## src/rtl/bcd_queue.sv

```systemverilog
module bcd_queue #(
    parameter int DW = 8
) (
    input  logic          i_clk,
    input  logic          i_rst_n,
    input  logic          i_push,
    input  logic [DW-1:0] i_data,
    output logic          o_full,
    input  logic          i_pop,
    output logic [DW-1:0] o_data,
    output logic          o_empty
);

    logic [DW-1:0] r_mem [2];
    logic          r_wptr;
    logic          r_rptr;
    logic [1:0]    r_count;

    assign o_full  = r_count == 2'd2;
    assign o_empty = r_count == 2'd0;
    assign o_data  = r_mem[r_rptr];

    always_ff @(posedge i_clk) begin
        if (i_push) begin
            r_mem[r_wptr] <= i_data;
        end
    end

    always_ff @(posedge i_clk) begin
        if (!i_rst_n) begin
            r_wptr  <= 1'b0;
            r_rptr  <= 1'b0;
            r_count <= 2'd0;
        end else begin
            if (i_push) begin
                r_wptr <= !r_wptr;
            end
            if (i_pop) begin
                r_rptr <= !r_rptr;
            end
            case ({i_push, i_pop})
                2'b10:   r_count <= r_count + 2'd1;
                2'b01:   r_count <= r_count - 2'd1;
                default: r_count <= r_count;
            endcase
        end
    end

`ifndef ASSERT_OFF
    a_no_overflow: assert property (@(posedge i_clk) disable iff (!i_rst_n)
        !(i_push && o_full))
        else $error("queue written while full");

    a_no_underflow: assert property (@(posedge i_clk) disable iff (!i_rst_n)
        !(i_pop && o_empty))
        else $error("queue read while empty");
`endif

endmodule

```

## config.mk

```make
export PLATFORM = sky130hd
export DESIGN_NAME = bcd_queue
export DESIGN_NICKNAME = d
export VERILOG_FILES = /design/src/rtl/bcd_queue.sv
export SDC_FILE = /design/constraint.sdc
export NUM_CORES = 1
export LEC_CHECK = 0
export BUFFER_PORTS_ARGS = -buffer_cell sky130_fd_sc_hd__buf_2
export CORE_MARGIN = 2
export CORE_UTILIZATION = 44
export DETAILED_ROUTE_END_ITERATION = 6
export PLACE_DENSITY = 0.71
export SKIP_CTS_REPAIR_TIMING = 1
export SLEW_MARGIN = 10
export SYNTH_ARGS = -nofsm -noshare
export SYNTH_HDL_FRONTEND = slang
export SYNTH_SLANG_ARGS = --single-unit
```

## constraint.sdc

```tcl
create_clock -name i_clk -period 1.2 [get_ports i_clk]
set_clock_uncertainty 0.05 [all_clocks]
set_input_delay 0 -clock i_clk [delete_from_list [all_inputs] [get_ports i_clk]]
set_output_delay 0 -clock i_clk [all_outputs]
set_load 0.1 [all_outputs]
```

## Word level (Yosys, flattened, before mapping)

Memories as Yosys holds them, arrays and structs flattened. A register that Yosys moved wholly into a read port is not among the register bits.
Index checks and enable logic that the tools add are counted.

- Memories kept: 1
- Output and inout port bits: 10
- Word-level logic and storage cells: 18
- Memory bits (writable): 16
- Flip-flop bits (word level): 4
- Input port bits: 12

Memories:

| name | depth | width | read ports | clocked after memory_dff | write ports | line | source |
|---|---|---|---|---|---|---|---|
| r_mem | 2 | 8 | 1 | 1 | 1 | 14 | `logic [DW-1:0] r_mem [2];` |

- Mux-type cells: 5
- Equal/unequal tests: 3
- $add $sub $neg: 2
- Reductions and logical operators: 4

Operators by type and width:

| operator | count |
|---|---|
| 2-bit equality test (second input constant) | 2 |
| 1-bit two-way mux | 4 |
| 2-bit case mux with 2 select lines | 1 |
| 2-bit by 1-bit adder with 2-bit output (second input constant) | 1 |
| 2-bit by 1-bit equality test with 1-bit output (second input constant) | 1 |
| 1-bit logical NOT | 2 |
| 2-bit logical NOT | 1 |
| 2-bit nonzero test | 1 |
| 2-bit by 1-bit subtractor with 2-bit output (second input constant) | 1 |

## Logic depth before layout (Yosys ltp)

Gate-level depths: netlist (run 1).

- Depth after elaboration: 3
- Gate-level depth with buffers: 5
- Depth with buffers taken out: 5

## Worst setup path after synthesis (run 1)

No wires, ideal clock.

- Path kind: reg2out
- Start point: register r_count[0]
- End point: output o_empty
- Arrival time: 1.584 ns
- Cell stages (with the launch flop): 2
- Required time: 1.150 ns
- Buffers on the path: 0
- Slack: -0.434 ns
- Path through: dfxtp_1 > nor2_1

- Cells in the longest elaborated chain, start to end: 1

Ends and longest elaborated chain:

| what | line | source |
|---|---|---|
| from (decl) | 17 | `logic [1:0] r_count;` |
| from (signal assigned) | 42 | `2'b10: r_count <= r_count + 2'd1;` |
| from (signal assigned) | 43 | `2'b01: r_count <= r_count - 2'd1;` |
| from (signal assigned) | 44 | `default: r_count <= r_count;` |
| 2-bit logical NOT | 20 | `assign o_empty = r_count == 2'd0;` |
| to (decl) | 11 | `output logic o_empty` |

No other way between the ends.

==> impl_metrics.py, run 1 <==
metrics = {
    "layout": {
        "final_cells": 108,
        "drive_above_1_share_pct": 45.8,
        "nNetsFinal": 97,
        "syn_to_final_growth_pct": 58.6,
        "n_fill_cell": 108,
        "diodes": 0,
        "post-route-util_pct": 73.6,
    },
    "logic_synthesis": {
        "synth_enable_flop_cells": 16,
        "synth_top_area_share_pct": 60.7,
        "synth.distinct_cells": 16,
        "synth_ff_type": "edfxtp_1",
        "synthesis.nets": 60,
        "ys_warn_count": 0,
        "syn_inst": 47,
        "synthTopCellsByCount": "edfxtp_1, mux2_2, dfxtp_1, and2_1",
        "synth_top_cell_by_area": "edfxtp_1",
        "synth.area.top_cells": "edfxtp_1, dfxtp_1, mux2_2, and2_1, xnor2_1",
        "ys_async_sr_fraction_pct": 0,
        "ys_seq_elements": 21,
        "syn_area_sq_um": 792,
        "synth.most_common_cell": "edfxtp_1",
        "syn_area_per_cell_sq_um": 16.9,
        "yosysSeqAreaShare_pct": 73.3,
    },
    "grt": {
        "grt_pass1_vias": 444,
        "grt_pass1_wl_microns": 1960,
        "grt_max_degree": 13,
        "grtUsageTotal_pct": 13.7,
        "overflow": 0,
        "antenna_found_initial": 0,
    },
    "sta": {
        "finalSetupViolCount": 8,
        "fin_crit_ps": 1310,
        "worst_pin_slew_ps": 375,
        "hold_slack_ps": 86.4,
        "finalHoldViolations": 0,
        "fmax_mhz": 763,
        "setup_slack_ps": -111,
        "rsz0062_at_grt": "true",
        "period_share_pct": 109,
        "drv_slew": 0,
        "slew_headroom_pct": 75.0,
    },
    "floorplan": {
        "die_area_sq_um": 2160,
        "start_util_pct": 46.4,
        "die_y_microns": 46.4,
        "core-area_sq_um": 1710,
        "core.rowCount": 15,
        "io_pins": 22,
        "die_x_microns": 46.4,
    },
    "worst_setup_path": {
        "crit_required_ps": 1150,
        "path_buf_inv": 1,
        "critical_path_class": "reg -> out",
        "crit_family": "flip-flops",
        "path_max_fanout": 8,
        "endpoint_kind": "output port",
        "startpoint_type": "flop",
        "slowest_delay_ps": 450,
        "cp.arrival_ps": 1260,
        "crit_slowest_cell": "dfxtp_4",
        "path_cells": "mux2_4 > buf_12",
    },
    "clocking": {
        "cts-root-buf": "clkbuf_4",
        "clkTransAtPathRegs_ps": 120,
        "numCtsBuffers": 3,
        "htree_levels": 1,
        "cts_num_sinks": 21,
        "cts_tree": "built",
        "clk_path_buf_depth": 2,
        "insertion_delay_ps": 290,
    },
    "place": {
        "dpl.hpwl_microns": 945,
        "port_buffers": 21,
        "dp.cells": 93,
        "gp_congestion": 0.674,
    },
    "detailed_routing": {
        "num_vias": 483,
        "postRouteWirelength_microns": 1420,
        "vias_per_cell": 4.47,
        "wire_per_inst_microns": 13.1,
        "drc": 0,
        "firstDrtPassIters": 4,
        "detail-route-antenna-nets": 0,
        "first_iter_violations": 5,
    },
    "outcome": {
        "outcome": "complete, but fails checks",
        "violations": "setup timing",
    },
    "power": {
        "ir_drop_uv": 894,
        "cellLeakagePower_nw": 0.510,
        "p_per_area_nw_per_um2": 1470,
        "total_power_mw": 1.85,
    },
    "run": {
        "drv_cap": 0,
    },
    "worst_hold_path": {
        "min_path_type": "in -> reg",
    },
}
## metrics by stage
| step | cell area (sq um) | setup WS, ps | setup TNS (ps) |
|---|---|---|---|
| global placement | 1080 | 50.3 | 0 |
| global route | 1260 | -144 | -1120 |
| CTS | 1110 | -288 | -2270 |
| finish | 1260 | -111 | -851 |
| detailed placement | 1080 | 56.3 | 0 |
| floorplan | 795 | 27.8 | 0 |
## power by group
| part | switching, mW | internal, mW | leakage, nW |
|---|---|---|---|
| Sequential | 0.0355 | 0.833 | 0.193 |
| Clock | 0.208 | 0.124 | 0.0177 |
| Combinational | 0.383 | 0.267 | 0.299 |
| Total | 0.627 | 1.22 | 0.510 |
## cell families (layout without fill, tap and decap cells)
| logic type | after synthesis | in the layout | synth area share, % |
|---|---|---|---|
| AND/OR/NAND/NOR | 9 | 9 | 6.79 |
| XOR/XNOR | 3 | 3 | 3.32 |
| flip-flops | 21 | 21 | 73.3 |
| adder cells (fa/ha/maj) | 1 | 1 | 1.58 |
| AO/OA/AOI/OAI | 3 | 3 | 2.53 |
| buffers and inverters | 2 | 38 | 1.10 |
| multiplexers | 8 | 8 | 11.4 |
## state kept, by name, indices dropped and copies added, names as in the netlist, named ones only
signal	cells
r_count	2
r_wptr	1
r_mem	16
r_rptr	1
## final timing paths
kind,from,to,slack (ps),cells after the start
setup / recovery,flop,o_data[0],-110,2
hold / removal,i_push,r_wptr,90,4
setup reg to reg,r_wptr,r_mem[1][6],110,1
hold reg to reg,r_count[1],r_count[1],480,2
## layout make-up
type	instances	area (sq um)	share of cell area, %
multi-input combinational	24	235	18.7
clock inverter	1	5.00	0.398
inverter	1	3.75	0.299
tap	25	31.3	2.49
clock buffer	3	22.5	1.79
timing repair buffer	33	373	29.7
sequential	21	586	46.6
## cells in the final DEF (no fill, tap or decap)
master and n:
xor2_1 1, dfxtp_4 1, mux2_4 8, and2_1 4
a21boi_1 1, dfxtp_2 1, o21ai_0 1, o21a_1 1
xnor2_1 2, nor2_2 1, buf_4 1, dfxtp_1 3
ha_1 1, nor2_1 1, dlygate4sd3_1 11, inv_1 1
buf_12 10, clkbuf_4 3, nor2b_1 1, or3_1 1
clkinv_2 1, buf_2 11, and2b_2 1, edfxtp_1 16
## per-layer routing
metal / vias to the layer above / routed length [microns] / track usage, %
met5: - / 0 / 0
met4: 0 / 21 / 6.86
met3: 4 / 44 / 3.92
met2: 13 / 764 / 23.9
met1: 221 / 586 / 14.8
li1: 245 / - / -
Note: power is estimated with default switching activity, not from simulation.
==> run 2, diff against run 1 <==
CORE_UTILIZATION = 48   (was 44)
PLACE_DENSITY = 0.73   (was 0.71)
clock period = 1.58 ns   (was 1.2 ns; I/O delays follow)
==> run 2 against run 1 <==
The flow now finishes without violations; register-to-register slack gained 140 ps; global-route usage is 0.77 points higher; final area shrank 16%; routed wire length shrank 8.4%; largest power group unchanged; largest cell class unchanged; cell count shrank 9.3%; critical path type unchanged; sequential share of layout area up 8.8 points; clock power is 29% lower; setup slack better by 250 ps; sequential power fell by 25%; hold slack got worse by 83 ps; clock-buffer cell count grew 1; die area shrank 7.6%.
==> impl_metrics.py, run 2 (same netlist as run 1, synthesis figures left out) <==
metrics = {
    "floorplan": {
        "die_x_microns": 44.6,
        "core-area_sq_um": 1520,
        "core.rowCount": 14,
        "io_pins": 22,
        "die_y_microns": 44.6,
        "start_util_pct": 52.0,
        "die_area_sq_um": 1990,
    },
    "worst_setup_path": {
        "crit_family": "flip-flops",
        "path_max_fanout": 8,
        "path_cells": "mux2_2 > buf_2",
        "path_buf_inv": 1,
        "rr_startpoint": "r_rptr",
        "endpoint_kind": "output port",
        "rrSetupSlack_ps": 250,
        "slowest_delay_ps": 450,
        "critical_path_class": "reg -> out",
        "crit_required_ps": 1530,
        "crit_slowest_cell": "dfxtp_2",
        "cp.arrival_ps": 1390,
        "startpoint_type": "flop",
    },
    "clocking": {
        "cts-root-buf": "clkbuf_4",
        "numCtsBuffers": 3,
        "htree_levels": 1,
        "insertion_delay_ps": 280,
        "clk_path_buf_depth": 2,
        "cts_num_sinks": 21,
        "clkTransAtPathRegs_ps": 100,
        "cts_tree": "built",
    },
    "grt": {
        "grt_max_degree": 12,
        "grt_pass1_vias": 461,
        "antenna_found_initial": 0,
        "grtUsageTotal_pct": 14.4,
        "grt_pass1_wl_microns": 1980,
        "overflow": 0,
    },
    "layout": {
        "n_fill_cell": 115,
        "regMostFlops": "r_mem",
        "largest_reg_flops": 16,
        "regArea_sq_um": 582,
        "post-route-util_pct": 68.9,
        "drive_above_1_share_pct": 43.9,
        "reg_top3": "r_mem (16), r_count (2)",
        "syn_to_final_growth_pct": 32.5,
        "diodes": 0,
        "most-common-layout-cells": "buf_2, edfxtp_1, dlygate4sd3_1, mux2_2",
        "multiInputGateArea_sq_um": 205,
        "nNetsFinal": 96,
        "stdcell_area_sq_um": 1050,
        "final_common_cell": "buf_2",
    },
    "sta": {
        "period_share_pct": 91.0,
        "drv_slew": 0,
        "fin_crit_ps": 1440,
        "finalHoldViolations": 0,
        "finalSetupViolCount": 0,
        "hold_slack_ps": 3.81,
        "rsz0062_at_grt": "false",
        "fmax_mhz": 695,
        "slew_headroom_pct": 67.6,
        "worst_pin_slew_ps": 489,
    },
    "detailed_routing": {
        "firstDrtPassIters": 3,
        "highest-signal-layer": "met3",
        "routed-wl-met3_microns": 60,
        "num_vias": 487,
        "drc": 0,
        "postRouteWirelength_microns": 1300,
        "first_iter_violations": 8,
        "wl_met1_microns": 526,
        "dr_wl_met2_microns": 709,
        "detail-route-antenna-nets": 0,
        "vias_per_cell": 4.97,
        "wire_per_inst_microns": 13.2,
    },
    "power": {
        "ir_drop_uv": 703,
        "cellLeakagePower_nw": 0.420,
        "total_power_mw": 1.26,
        "p_per_area_nw_per_um2": 1200,
    },
    "worst_hold_path": {
        "min_path_type": "in -> reg",
        "hold_start": "i_push",
    },
    "place": {
        "place_area_sq_um": 922,
        "dpl.hpwl_microns": 912,
        "port_buffers": 21,
        "gp_congestion": 0.655,
    },
    "run": {
        "drv_cap": 0,
    },
    "outcome": {
        "outcome": "complete, no violations",
    },
}
## run 2: cell type report
cell class	instances	share of cell area, %
Sequential cell	21	55.4
Inverter	1	0.358
Tap cell	16	1.91
Clock buffer	4	2.50
Timing Repair Buffer	32	20.3
Multi-Input combinational cell	24	19.5
## run 2: tightest hold or removal path, cell delays in order
cell	delay, ps
buf_2	100
nor2b_1	40
o21a_1	160
## run 2: path summary, 6_finish.rpt
kind / to / cells after the start
min reg2reg: r_count[1] / 2
min: r_wptr / 3
max reg2reg: flop / 3
max: o_data[1] / 2
## run 2: report_power, final
part	internal, mW	switching, mW
Sequential	0.632	0.0240
Combinational	0.0961	0.271
Clock	0.0979	0.139
Total	0.826	0.435
## run 2: through the flow
step / std cells / setup slack [ps] / TNS [ps]
global placement: 84 / 358 / 0
detailed placement: 84 / 331 / 0
finish: 98 / 142 / 0
global route: 98 / 75.9 / 0
floorplan: 47 / 408 / 0
CTS: 88 / -5.47 / -9.88
## run 2: layer usage
metal | up-vias | global-route usage (%)
met5 | - | 0
met4 | 0 | 5.45
li1 | 240 | -
met1 | 236 | 16.0
met3 | 0 | 4.08
met2 | 11 | 25.8
