### config.mk
export PLATFORM = sky130hd
export DESIGN_NAME = bcd_front
export DESIGN_NICKNAME = d
export VERILOG_FILES = /design/src/rtl/bcd_pkg.sv /design/src/rtl/bcd_front.sv
export SDC_FILE = /design/constraint.sdc
export NUM_CORES = 1
export LEC_CHECK = 0
export BUFFER_PORTS_ARGS = -buffer_cell sky130_fd_sc_hd__buf_2
export CORE_MARGIN = 2
export CORE_UTILIZATION = 45
export CTS_CLUSTER_DIAMETER = 200
export DETAILED_ROUTE_END_ITERATION = 10
export GPL_ROUTABILITY_DRIVEN = 0
export PLACE_DENSITY_LB_ADDON = 0.15
export SYNTH_ARGS = -nofsm -noshare
export SYNTH_HDL_FRONTEND = slang
export SYNTH_SLANG_ARGS = --single-unit
### constraint.sdc
create_clock -name i_clk -period 3.2 [get_ports i_clk]
set_input_delay 0.64 -clock i_clk [delete_from_list [all_inputs] [get_ports i_clk]]
set_output_delay 0.64 -clock i_clk [all_outputs]
set_load 0.02 [all_outputs]
### src/rtl/bcd_pkg.sv
package bcd_pkg;

    localparam int DEF_MAX_WIDTH   = 4096;
    localparam int DEF_SAMPLE_BITS = 32;

    localparam int WIDTH_BITS   = 13;
    localparam int HEIGHT_BITS  = 16;
    localparam int PATTERN_BITS = 8;
    localparam int CFG_IDX_BITS = 2;
    localparam int CFG_DATA_BITS = 16;

    // Quotient bits that the divide-by-three unit resolves per cycle while i_step is high.
    localparam int DIV3_STEP_BITS = 9;

    localparam logic [WIDTH_BITS-1:0]   RST_FRAME_WIDTH  = 13'd4096;
    localparam logic [HEIGHT_BITS-1:0]  RST_FRAME_HEIGHT = 16'd1;
    localparam logic [PATTERN_BITS-1:0] RST_CFA_PATTERN  = 8'd148;

    typedef enum logic [CFG_IDX_BITS-1:0] {
        CFG_FRAME_WIDTH  = 2'd0,
        CFG_FRAME_HEIGHT = 2'd1,
        CFG_CFA_PATTERN  = 2'd2
    } t_cfg_idx;

    // Classification that the front end attaches to each queued item.
    typedef struct packed {
        logic emit;
        logic last;
    } t_job_ctl;

endpackage

### src/rtl/bcd_front.sv
module bcd_front #(
    parameter int MAX_WIDTH   = bcd_pkg::DEF_MAX_WIDTH,
    parameter int SAMPLE_BITS = bcd_pkg::DEF_SAMPLE_BITS
) (
    input  logic                                 i_clk,
    input  logic                                 i_rst_n,
    input  logic                                 i_restart,
    input  logic [$clog2(MAX_WIDTH+1)-1:0]       i_width,
    input  logic [bcd_pkg::HEIGHT_BITS-1:0]      i_height,
    input  logic                                 i_valid,
    output logic                                 o_ready,
    input  logic                                 i_func,
    input  logic signed [SAMPLE_BITS-1:0]        i_sample,
    input  logic                                 i_sample_valid,
    output logic                                 o_push,
    input  logic                                 i_full,
    output logic [SAMPLE_BITS:0]                 o_entry,
    output logic [$clog2(MAX_WIDTH)-1:0]         o_addr,
    output bcd_pkg::t_job_ctl                    o_ctl
);

    localparam int CW = $clog2(MAX_WIDTH);
    localparam int WW = $clog2(MAX_WIDTH + 1);
    localparam int RW = bcd_pkg::HEIGHT_BITS + 1;

    logic [CW-1:0] r_col;
    logic [RW-1:0] r_row;
    logic          in_frame;
    logic          drop;
    logic [WW-1:0] col_inc;
    logic          col_wrap;

    always_comb begin
        o_ready  = !i_full;
        in_frame = r_row < RW'(i_height);
        // A drain item inside the frame carries nothing and is dropped here.
        drop     = in_frame && i_func;
        o_push   = i_valid && o_ready && !drop;
        o_entry  = (in_frame && i_sample_valid) ? {1'b1, i_sample} : '0;
        o_addr   = r_col;
        o_ctl.emit = (r_row >= RW'(2)) || ((r_row == RW'(1)) && (r_col != '0));
        // The item that yields the frame's last pixel sits one row past the
        // frame's end, in column zero.
        o_ctl.last = (r_row == (RW'(i_height) + RW'(1))) && (r_col == '0);
        col_inc  = WW'(r_col) + WW'(1);
        col_wrap = col_inc >= i_width;
    end

    always_ff @(posedge i_clk) begin
        if (!i_rst_n || i_restart) begin
            r_col <= '0;
            r_row <= '0;
        end else if (o_push) begin
            if (o_ctl.last) begin
                r_col <= '0;
                r_row <= '0;
            end else if (col_wrap) begin
                r_col <= '0;
                r_row <= r_row + RW'(1);
            end else begin
                r_col <= CW'(col_inc);
            end
        end
    end

endmodule

Word level (Yosys, flattened, before mapping). Index checks and enable logic that the tools add are counted.

Register bits after elaboration: 29. Input port bits: 68. Logic and storage cells: 30.

$add $sub $neg: 3. $lt $le $gt $ge: 3. Eq/ne operators: 2. Muxes and demuxes: 5. Reductions and logical operators: 15.

Operator list (number): $mux W17 (2); $mux W33 (1); $mux W12 (2); $add A16 B1 Y17 const B (1); $add A17 B1 Y17 const B (1); $eq A17 B1 Y1 const B (1); $eq A17 B17 Y1 (1); $ge A17 B2 Y1 const B (1); $lt A17 B16 Y1 (1); $add A12 B1 Y13 const B (1); $ge A13 B13 Y1 (1); $logic_not A12 Y1 (1); $reduce_bool A12 Y1 (1); $logic_and A1 B1 Y1 (6); $logic_not A1 Y1 (3); $logic_or A1 B1 Y1 (2); $reduce_and A2 Y1 (1); $reduce_bool A2 Y1 (1).

Longest topological paths before layout. Gate-level depths: netlist (run 1).

Depth in word-level cells: 5. Gate-level depth with buffers: 15. Gate-level depth less buffers: 12.

Worst setup path after synthesis (run 1). No wires, ideal clock.

Path kind: reg-to-reg. From: reg r_col[2] (netlist: o_addr[2]). To: reg r_row[12]. Data arrival time: 3.027 ns. Required time: 3.068 ns. Slack: 0.041 ns. Cell stages (with the launch flop): 16. Period minus slack after synthesis: 3.159 ns. Cell sequence: dfxtp_1 -> clkbuf_1 -> nand3_1 -> nor2b_1 -> nand2_1 -> xnor2_1 -> ha_1 -> nand4_1 -> nor2_1 -> a221oi_1 -> o21ai_0 -> clkbuf_1 -> clkbuf_1 -> o211ai_1 -> o31ai_1 -> nor3_1.

Cells in the longest elaborated chain, start to end: 4. Elaborated cells between the ends (all ways): 7. Classes of those cells: 1 x add/sub; 1 x order compare; 1 x mux; 4 x reduce/logical.

RTL lines: start, declared (RTL line bcd_front.sv:26) `logic [CW-1:0] r_col;`; start signal, assigned (RTL line bcd_front.sv:61) `r_col <= CW'(col_inc);`; $add A12 B1 Y13 / $logic_not A12 Y1 (equally long branches) (RTL line bcd_front.sv:45, bcd_front.sv:44); $ge A13 B13 Y1 / $logic_and A1 B1 Y1 (equally long branches) (RTL line bcd_front.sv:46, bcd_front.sv:44); $reduce_bool A2 Y1 (no line); $reduce_and A2 Y1 (no line); end signal, assigned (RTL line bcd_front.sv:59) `r_row <= r_row + RW'(1);`; end, declared (RTL line bcd_front.sv:27) `logic [RW-1:0] r_row;`.

Parallel ways exist; a longest one is shown, timed or not. A chain may end at the register's enable or synchronous reset.

Worst setup path in the final report (run 1).
From: in i_height[1] (netlist bit). To: out o_entry[26].

Cells in the longest elaborated chain, start to end: 3.

RTL lines: start, declared (RTL line bcd_front.sv:9) `input logic [bcd_pkg::HEIGHT_BITS-1:0] i_height,`; $lt A17 B16 Y1 (RTL line bcd_front.sv:35) `in_frame = r_row < RW'(i_height);`; $logic_and A1 B1 Y1 (RTL line bcd_front.sv:39) `o_entry = (in_frame && i_sample_valid) ? {1'b1, i_sample} : '0;`; $mux W33 (RTL line bcd_front.sv:39); end, declared (RTL line bcd_front.sv:17) `output logic [SAMPLE_BITS:0] o_entry,`.

No other way between the ends.

==> results of run 1 <==
worst max-delay path by stage:
stage	startpoint	endpoint	slack (ns)	cells past startpoint
floorplan	i_height[7]	o_entry[23]	0.04	11
global placement	i_height[0]	o_ctl[0]	0.05	10
detailed placement	i_height[1]	o_entry[31]	-0.02	12
CTS	i_height[1]	o_entry[31]	0.003	12
global route	i_height[10]	o_entry[10]	-0.05	12
finish	i_height[1]	o_entry[26]	0.05	13
per-layer routing:
| metal | up-vias | wire length (um) | global-route usage [%] |
|---|---|---|---|
| met5 | - | 0 | 0 |
| met4 | 0 | 151 | 7.21 |
| met3 | 12 | 390 | 2.69 |
| met2 | 95 | 5270 | 40.4 |
| met1 | 1892 | 4770 | 31.7 |
| li1 | 1952 | - | - |
stage by stage:
step | setup slack, ns | setup TNS (ns) | std cells | util, %
5_1_grt | -0.0550 | -0.502 | 712 | 61.1
3_5_place_dp | -0.0170 | -0.0494 | 698 | 57.2
3_3_place_gp | 0.0497 | 0 | 698 | 57.2
6_report | 0.0490 | 0 | 712 | 61.1
2_1_floorplan | 0.0412 | 0 | 469 | -
4_1_cts | 0.00296 | 0 | 706 | 58.3
layout make-up:
| class | instances | area (um^2) | share of cell area [%] |
|---|---|---|---|
| clock buffer | 8 | 80.1 | 1.71 |
| multi-input combinational | 381 | 2760 | 59.0 |
| tap | 102 | 128 | 2.73 |
| inverter | 37 | 141 | 3.03 |
| sequential | 29 | 583 | 12.5 |
| timing repair buffer | 155 | 985 | 21.1 |
power breakdown:
part / switching (mW) / internal (mW) / total [mW]
clock: 0.138 / 0.154 / 0.293
combinational: 0.150 / 0.121 / 0.271
sequential: 0.000330 / 0.361 / 0.362
registers in the layout (all words and copies together), names as in the netlist:
signal  count
o_addr     12
r_row      17
timing repair:
item                                   4_1_cts  5_1_grt
cloned                                       0        3
setup endpoints to repair                   27       47
buffers inserted                             0        3
endpoints found under the hold margin        0        0
pin swaps                                    0        8
resized for setup                            1       60
logic make-up after synthesis:
logic type	count (synthesis)	synth area share, %
adders and majority gates	36	12.8
AOI/OAI and AO/OA	76	15.2
xor gates and xnor gates	46	11.5
and+or+nand+nor	223	37.2
DFF	29	16.5
buffers and inverters	59	6.70
worst reg2reg max path, delay by kind of cell (launching register included):
kind | cells | cell delay (ns)
and+or+nand+nor | 6 | 1.41
adders and majority gates | 2 | 0.50
xor gates and xnor gates | 1 | 0.16
DFF | 1 | 0.37
AOI/OAI and AO/OA | 3 | 0.50
synth_stat cells, types with 3 or more instances:
library cell  count  area [um^2]
a211oi_1          6         45.0
a21o_1            7         52.6
a21oi_1          15         75.1
a31oi_1           6         37.5
and2_1           40          250
and3_1           14         87.6
and4_1            4         35.0
clkbuf_1         17         63.8
dfxtp_1          29          581
ha_1             36          450
inv_1            36          135
nand2_1          29          109
nand3_1          35          175
nand4_1          11         68.8
nand4_4           3         63.8
nor2_1           41          154
nor2b_1           5         31.3
nor3_1            9         45.0
nor4_1            9         56.3
o211ai_1          4         30.0
o21ai_0          12         60.1
o31ai_1           3         22.5
or4_1             5         37.5
xnor2_1          23          201
xor2_1           23          201
==> results.yml, run 1 <==
setup_path:
  cpLargestDelayFamily: "buffers and inverters"
  path_cells: "buf_2 > inv_1 > ha_1 > nor2b_1 > o2111ai_1 > nand3_1 > a31oi_2 > a21oi_2 > nor2_2 > buf_4 > buf_6 > and2_1 > buf_4"
  crit_path_end_kind: "output pin"
  rrSetupSlack_ns: 0.19
  r2r_start: "o_addr[0]"
  critPathSlowestCell: "ha_1"
  cp_common_cell: "buf_4"
  crit_fanout: 8
  crit_type: "primary input to output pin"
  crit_arrival_ns: 2.51
  r2r_cells: 12
  worstSetupStartpointType: "primary input"
  crit_path_max_incr_delay_ns: 0.27
  path_buf_inv: 5
  cp.required_ns: 2.56
  worst_r2r_endpoint: "r_row[15]"
sta:
  whs_ns: 0.547
  hold_viol: 0
  fmax_mhz: 317
  setup_viol: 0
  rsz0062_at_grt: "true"
  final_max_slew_viol_count: 0
  finalClockSkew_ns: 0.00679
  max_slew_margin_pct: 63.7
  finalCriticalPeriod_ns: 3.15
  worst_pin_slew_ns: 0.544
  fin_crit_sh_pct: 98.5
floorplanning:
  std_cell_rows: 32
  die_y_um: 92.3
  ioPinCount: 117
  start_util_pct: 45.9
  die_area_um2: 8520
  core_area_um2: 7650
  die_x_um: 92.3
flow_run:
  maxCapViolCount: 0
clock_tree:
  cts_buffer_depth: 2
  cts_tree: "done"
  clkTransAtPathRegs_ns: 0.06
  ctsHtreeMaxLevel: 2
  cts_hold_buf: 0
  clock_latency_ns: 0.28
  cts_root_buf: "clkbuf_8"
  clock_sinks: 29
  numCtsBuffers: 5
power:
  power_density_nw_per_um2: 198
  total_power_mw: 0.925
  p_leak_nw: 2.25
  ir_drop_mv: 0.126
placement:
  placed_cell_area_um2: 4380
  portBuffers: 116
  hpwl_mm: 8.22
layout:
  most-common-layout-cells: "buf_2, buf_4, nor2_1"
  fillers: 716
  syn2layout_area_growth_pct: 33.1
  antenna_cells: 0
  final_area_um2: 4670
  nets: 713
  layout-drive-gt1-share_pct: 31.5
  layout.cells.most_common: "buf_2"
synth:
  async_flop_share_pct: 0
  synth_cell_types: 59
  ys_ff_latch: 29
  synthesis.instances: 469
  yosysSeqAreaShare_pct: 16.5
  avgSynthCellArea_um2: 7.49
  syn_nets: 573
  netlist_area_um2: 3510
  ys.flop_type: "dfxtp_1"
  synth-edff-count: 0
  synth_warnings: 0
drt:
  wl_per_cell_um: 14.9
  drtIter0Drc: 173
  drc: 0
  avgViaCountPerCell: 5.55
  drtAntennaViolNets: 0
  vias: 3951
  drtPass1Iterations: 4
  routed_wl_mm: 10.6
worst_hold_path:
  holdPathEnd: "r_row[0]"
  min_from: "r_row[0]"
  min_path_cells: 2
  holdCritPathClass: "flop to flop"
global_route:
  grt_util_all_layers_pct: 23.8
  grt_pass1_vias: 3705
  grt_antenna_before_repair: 0
  grt_overflow: 0
  grt_max_degree: 34
  grt_pass1_wl_mm: 16.6
status:
  status: "completed"
No activity file was read; power rests on OpenSTA's default activity.
==> run 2: changes to the inputs <==
--- a/config.mk
+++ b/config.mk
@@ -6,8 +6,10 @@
 export NUM_CORES = 1
 export LEC_CHECK = 0
 export BUFFER_PORTS_ARGS = -buffer_cell sky130_fd_sc_hd__buf_2
+export CELL_PAD_IN_SITES_DETAIL_PLACEMENT = 0
+export CELL_PAD_IN_SITES_GLOBAL_PLACEMENT = 1
 export CORE_MARGIN = 2
-export CORE_UTILIZATION = 45
+export CORE_UTILIZATION = 33
 export CTS_CLUSTER_DIAMETER = 200
 export DETAILED_ROUTE_END_ITERATION = 10
 export GPL_ROUTABILITY_DRIVEN = 0
==> results.yml, run 2 (same netlist as run 1, synthesis figures left out) <==
drt:
  drtPass1Iterations: 4
  wl_met1_mm: 5.13
  routed_wl_mm: 11.3
  drc: 0
  wl_met2_mm: 5.67
  wl_met3_um: 429
  avgViaCountPerCell: 5.12
  drtAntennaViolNets: 0
  vias: 3850
  highest_layer: "met4"
  drtIter0Drc: 196
  wl_per_cell_um: 15.1
setup_path:
  cp.required_ns: 2.56
  crit_type: "primary input to output pin"
  path_buf_inv: 4
  path_cells: "buf_2 > inv_1 > ha_1 > a21oi_2 > nand3_2 > a31oi_4 > a21oi_2 > nor2_4 > buf_6 > and2_1 > buf_4"
  crit_path_end_kind: "output pin"
  r2r_cells: 12
  worstSetupStartpointType: "primary input"
  cp_common_cell: "a21oi_2"
  worst_r2r_endpoint: "r_row[15]"
  crit_path_max_incr_delay_ns: 0.35
  r2r_start: "o_addr[1]"
  crit_fanout: 8
  cpLargestDelayFamily: "buffers and inverters"
  crit_arrival_ns: 2.50
  critPathSlowestCell: "ha_1"
  rrSetupSlack_ns: 0.15
sta:
  fmax_mhz: 319
  max_slew_margin_pct: 56.8
  fin_crit_sh_pct: 98.1
  finalSetupTns_ns: 0
  final_max_slew_viol_count: 0
  hold_viol: 0
  finalCriticalPeriod_ns: 3.14
  worst_pin_slew_ns: 0.646
  setup_viol: 0
  finalClockSkew_ns: 0.00725
layout:
  layout-drive-gt1-share_pct: 35.2
  layout.cells.most_common: "buf_2"
  top_register: "r_row"
  syn2layout_area_growth_pct: 40.1
  fillers: 1066
  final_area_um2: 4920
  antenna_cells: 0
  most-common-layout-cells: "buf_2, buf_4, nor2_1"
  nets: 719
  largest_register_ffs: 17
placement:
  portBuffers: 116
  hpwl_mm: 8.76
  placed_cell_area_um2: 4460
worst_hold_path:
  holdPathEnd: "r_row[0]"
  min_path_cells: 2
  min_from: "r_row[0]"
  holdCritPathClass: "flop to flop"
global_route:
  grt_pass1_wl_mm: 17.5
  grt_util_all_layers_pct: 18.8
  grt_antenna_before_repair: 0
  grt_overflow: 0
  grt_pass1_vias: 3615
  grt_max_degree: 30
clock_tree:
  clkTransAtPathRegs_ns: 0.07
  cts_tree: "done"
  clock_latency_ns: 0.28
  cts_hold_buf: 0
  ctsHtreeMaxLevel: 2
  numCtsBuffers: 5
  cts_buffer_depth: 2
  cts_root_buf: "clkbuf_8"
  clock_sinks: 29
power:
  power_density_nw_per_um2: 203
  p_leak_nw: 2.36
  ir_drop_mv: 0.128
floorplanning:
  ioPinCount: 117
  die_area_um2: 11500
  die_y_um: 107
  core_area_um2: 10300
  std_cell_rows: 37
  start_util_pct: 34.0
  die_x_um: 107
flow_run:
  maxCapViolCount: 0
status:
  status: "completed"
-- run 2: repair_timing --
action | 4_1_cts | 5_1_grt
setup buffers | 1 | 1
cloned | 1 | 3
resized for setup | 7 | 91
endpoints found under the setup margin | 33 | 46
endpoints found under the hold margin | 0 | 0
pin swaps | 2 | 12
-- run 2: final cells by class --
cell class / instances / area [um^2] / area share, %
clock buffers: 7 / 96.3 / 1.96
well taps: 136 / 170 / 3.46
multi-input cells: 381 / 2830 / 57.6
flip-flops and latches: 29 / 582 / 11.8
clock inverters: 1 / 5.00 / 0.102
inverters: 37 / 141 / 2.88
repair buffers: 161 / 1090 / 22.1
-- run 2: worst reg2reg max path, stage by stage (launching register included) --
cell,delay [ns]
dfxtp_1,0.40
ha_1,0.19
and3_1,0.20
nand3_1,0.12
xnor2_1,0.16
ha_1,0.29
nand4_1,0.09
nor2_1,0.11
a221oi_1,0.10
o21ai_1,0.27
or4b_4,0.50
or4_1,0.40
a21oi_1,0.15
-- run 2: layer usage --
layer	track usage (%)	vias up
met4	4.17	0
met3	2.25	6
li1	-	1973
met5	0	-
met2	32.5	85
met1	24.9	1786
-- run 2: stage by stage --
stage                     utilization, %  hold WS, ns  worst slack (ns)  total power [mW]  std cells
after floorplan                        -        0.496            0.0412             0.500        469
after global placement              43.2        0.528           0.00407             0.608        738
after detailed placement            43.2        0.530           -0.0237             0.610        738
after CTS                           44.6        0.541            0.0172             0.965        748
after global routing                47.6        0.605           -0.0361              1.05        752
final                               47.6        0.551            0.0610             0.999        752
-- run 2: worst max path at each step --
| stage | startpoint | to | slack, ns | cells after the start |
|---|---|---|---|---|
| final | i_height[4] | o_entry[30] | 0.06 | 11 |
| after global routing | i_height[4] | o_entry[30] | -0.04 | 11 |
| after CTS | i_height[0] | o_ctl[0] | 0.02 | 10 |
| after detailed placement | i_height[6] | o_entry[29] | -0.02 | 12 |
| after global placement | i_height[0] | o_addr[8] | 0.004 | 12 |
| after floorplan | i_height[7] | o_entry[23] | 0.04 | 11 |
-- run 2: report_power, final --
part | internal (mW) | switching, mW | leakage [nW] | total [mW]
combinational | 0.136 | 0.153 | 2.07 | 0.289
clock | 0.194 | 0.154 | 0.0542 | 0.348
sequential | 0.361 | 0.000318 | 0.234 | 0.361
total | 0.691 | 0.308 | 2.36 | 0.999
==> run 3: changes to the inputs <==
--- a/config.mk
+++ b/config.mk
@@ -14,6 +14,7 @@
 export DETAILED_ROUTE_END_ITERATION = 10
 export GPL_ROUTABILITY_DRIVEN = 0
 export PLACE_DENSITY_LB_ADDON = 0.15
+export REMOVE_ABC_BUFFERS = 1
 export SYNTH_ARGS = -nofsm -noshare
 export SYNTH_HDL_FRONTEND = slang
 export SYNTH_SLANG_ARGS = --single-unit
==> results.yml, run 3 (same netlist as run 1, synthesis figures left out) <==
drt:
  drc: 0
  vias: 3868
  drtPass1Iterations: 5
  drtIter0Drc: 198
  routed_wl_mm: 11.2
  avgViaCountPerCell: 5.14
  wl_per_cell_um: 14.8
  drtAntennaViolNets: 0
floorplanning:
  ioPinCount: 117
  die_area_um2: 11500
  core_area_um2: 10300
  die_y_um: 107
  die_x_um: 107
  start_util_pct: 34.0
  std_cell_rows: 37
global_route:
  grt_max_degree: 34
  grt_util_all_layers_pct: 18.3
  grt_pass1_wl_mm: 17.1
  grt_overflow: 0
  grt_antenna_before_repair: 0
  grt_pass1_vias: 3563
sta:
  finalClockSkew_ns: 0.00635
  whs_ns: 0.545
  max_slew_margin_pct: 62.7
  finalSetupTns_ns: 0
  worst_pin_slew_ns: 0.558
  fin_crit_sh_pct: 98.2
  fmax_mhz: 318
  hold_viol: 0
  setup_viol: 0
  final_max_slew_viol_count: 0
  finalCriticalPeriod_ns: 3.14
setup_path:
  crit_type: "primary input to output pin"
  crit_fanout: 8
  critPathSlowestCell: "ha_1"
  path_cells: "buf_2 > inv_1 > ha_1 > nor2b_1 > o2111ai_2 > nand3_2 > a31oi_4 > a21oi_2 > nor2_4 > buf_6 > and2_1 > buf_4"
  crit_path_end_kind: "output pin"
  rrSetupSlack_ns: 0.19
  crit_path_max_incr_delay_ns: 0.27
  cp.required_ns: 2.56
  crit_arrival_ns: 2.50
  worstSetupStartpointType: "primary input"
layout:
  nets: 720
  final_util_pct: 46.9
  multi_input_area_um2: 2810
  most-common-layout-cells: "buf_2, buf_4, nor2_1"
  antenna_cells: 0
  layout.cells.most_common: "buf_2"
  syn2layout_area_growth_pct: 37.9
  fillers: 1057
  top_register: "r_row"
  largest_register_ffs: 17
  seqCellArea_um2: 581
  layout-drive-gt1-share_pct: 33.5
placement:
  hpwl_mm: 8.65
  portBuffers: 116
clock_tree:
  numCtsBuffers: 5
  clock_latency_ns: 0.28
  clkTransAtPathRegs_ns: 0.07
  clock_sinks: 29
  cts_root_buf: "clkbuf_8"
  cts_hold_buf: 0
  cts_buffer_depth: 2
  ctsHtreeMaxLevel: 2
  cts_tree: "done"
power:
  ir_drop_mv: 0.143
  p_leak_nw: 2.34
  power_density_nw_per_um2: 193
status:
  status: "completed"
worst_hold_path:
  holdCritPathClass: "flop to flop"
flow_run:
  maxCapViolCount: 0
-- run 3: cell types whose count changed in the layout (fill, tap and decap cells not counted), moves of 2 or more --
cell,previous run,this run
buf_6,22,11
and2_1,24,34
and2_4,16,6
buf_4,57,68
nor4_2,2,0
o21ai_2,2,4
clkbuf_8,7,5
-- run 3: worst paths after layout --
path	startpoint	depth (start not counted)	end
worst max-delay path	i_height[1]	12	o_entry[6]
worst min-delay path	r_row[0]	2	r_row[0]
worst max register to register	o_addr[1]	12	r_row[15]
worst min register to register	r_row[0]	2	r_row[0]
-- run 3: routing by layer --
layer | up-vias | GRT usage, % | part of all wire, %
met5 | - | 0 | 0
met4 | 0 | 5.01 | 1.7
met3 | 15 | 2.01 | 3.1
met2 | 78 | 32.0 | 50
met1 | 1811 | 23.8 | 45
li1 | 1964 | - | -
-- run 3: report_power, final --
group | internal [mW] | total [mW] | switching, mW
logic | 0.126 | 0.276 | 0.150
registers | 0.361 | 0.361 | 0.000249
clock network | 0.151 | 0.298 | 0.147
total | 0.638 | 0.935 | 0.298
-- run 3: critical path, delay by kind of cell --
| family | cells | cell delay (ns) |
|---|---|---|
| and+or+nand+nor | 4 | 0.67 |
| buffers and inverters | 4 | 0.47 |
| AOI/OAI and AO/OA | 3 | 0.45 |
| adders and majority gates | 1 | 0.27 |
-- run 3: stage by stage --
step	setup WS (ns)	instance area, um^2	std cells	total power [mW]
after CTS	0.000657	4580	748	0.909
after global routing	-0.0452	4840	753	0.983
after detailed placement	-0.0133	4470	739	0.609
after global placement	0.0276	4470	739	0.607
after floorplan	-1.32	3420	447	0.495
final	0.0589	4840	753	0.935
-- run 3: area by class of cell --
class / instances / area share, %
inverter: 37 / 2.92
clock buffer: 6 / 1.50
multi-input combinational: 381 / 58.1
clock inverter: 2 / 0.207
sequential: 29 / 12.0
tap: 136 / 3.52
timing repair buffer: 162 / 21.7
-- run 3: what timing repair did --
item / 4_1_cts / 5_1_grt
gates resized for setup: 5 / 72
cloned: 0 / 4
pin swaps: 2 / 5
endpoints found under the hold margin: 0 / 0
buffers inserted: 1 / 1
endpoints found under the setup margin: 33 / 46
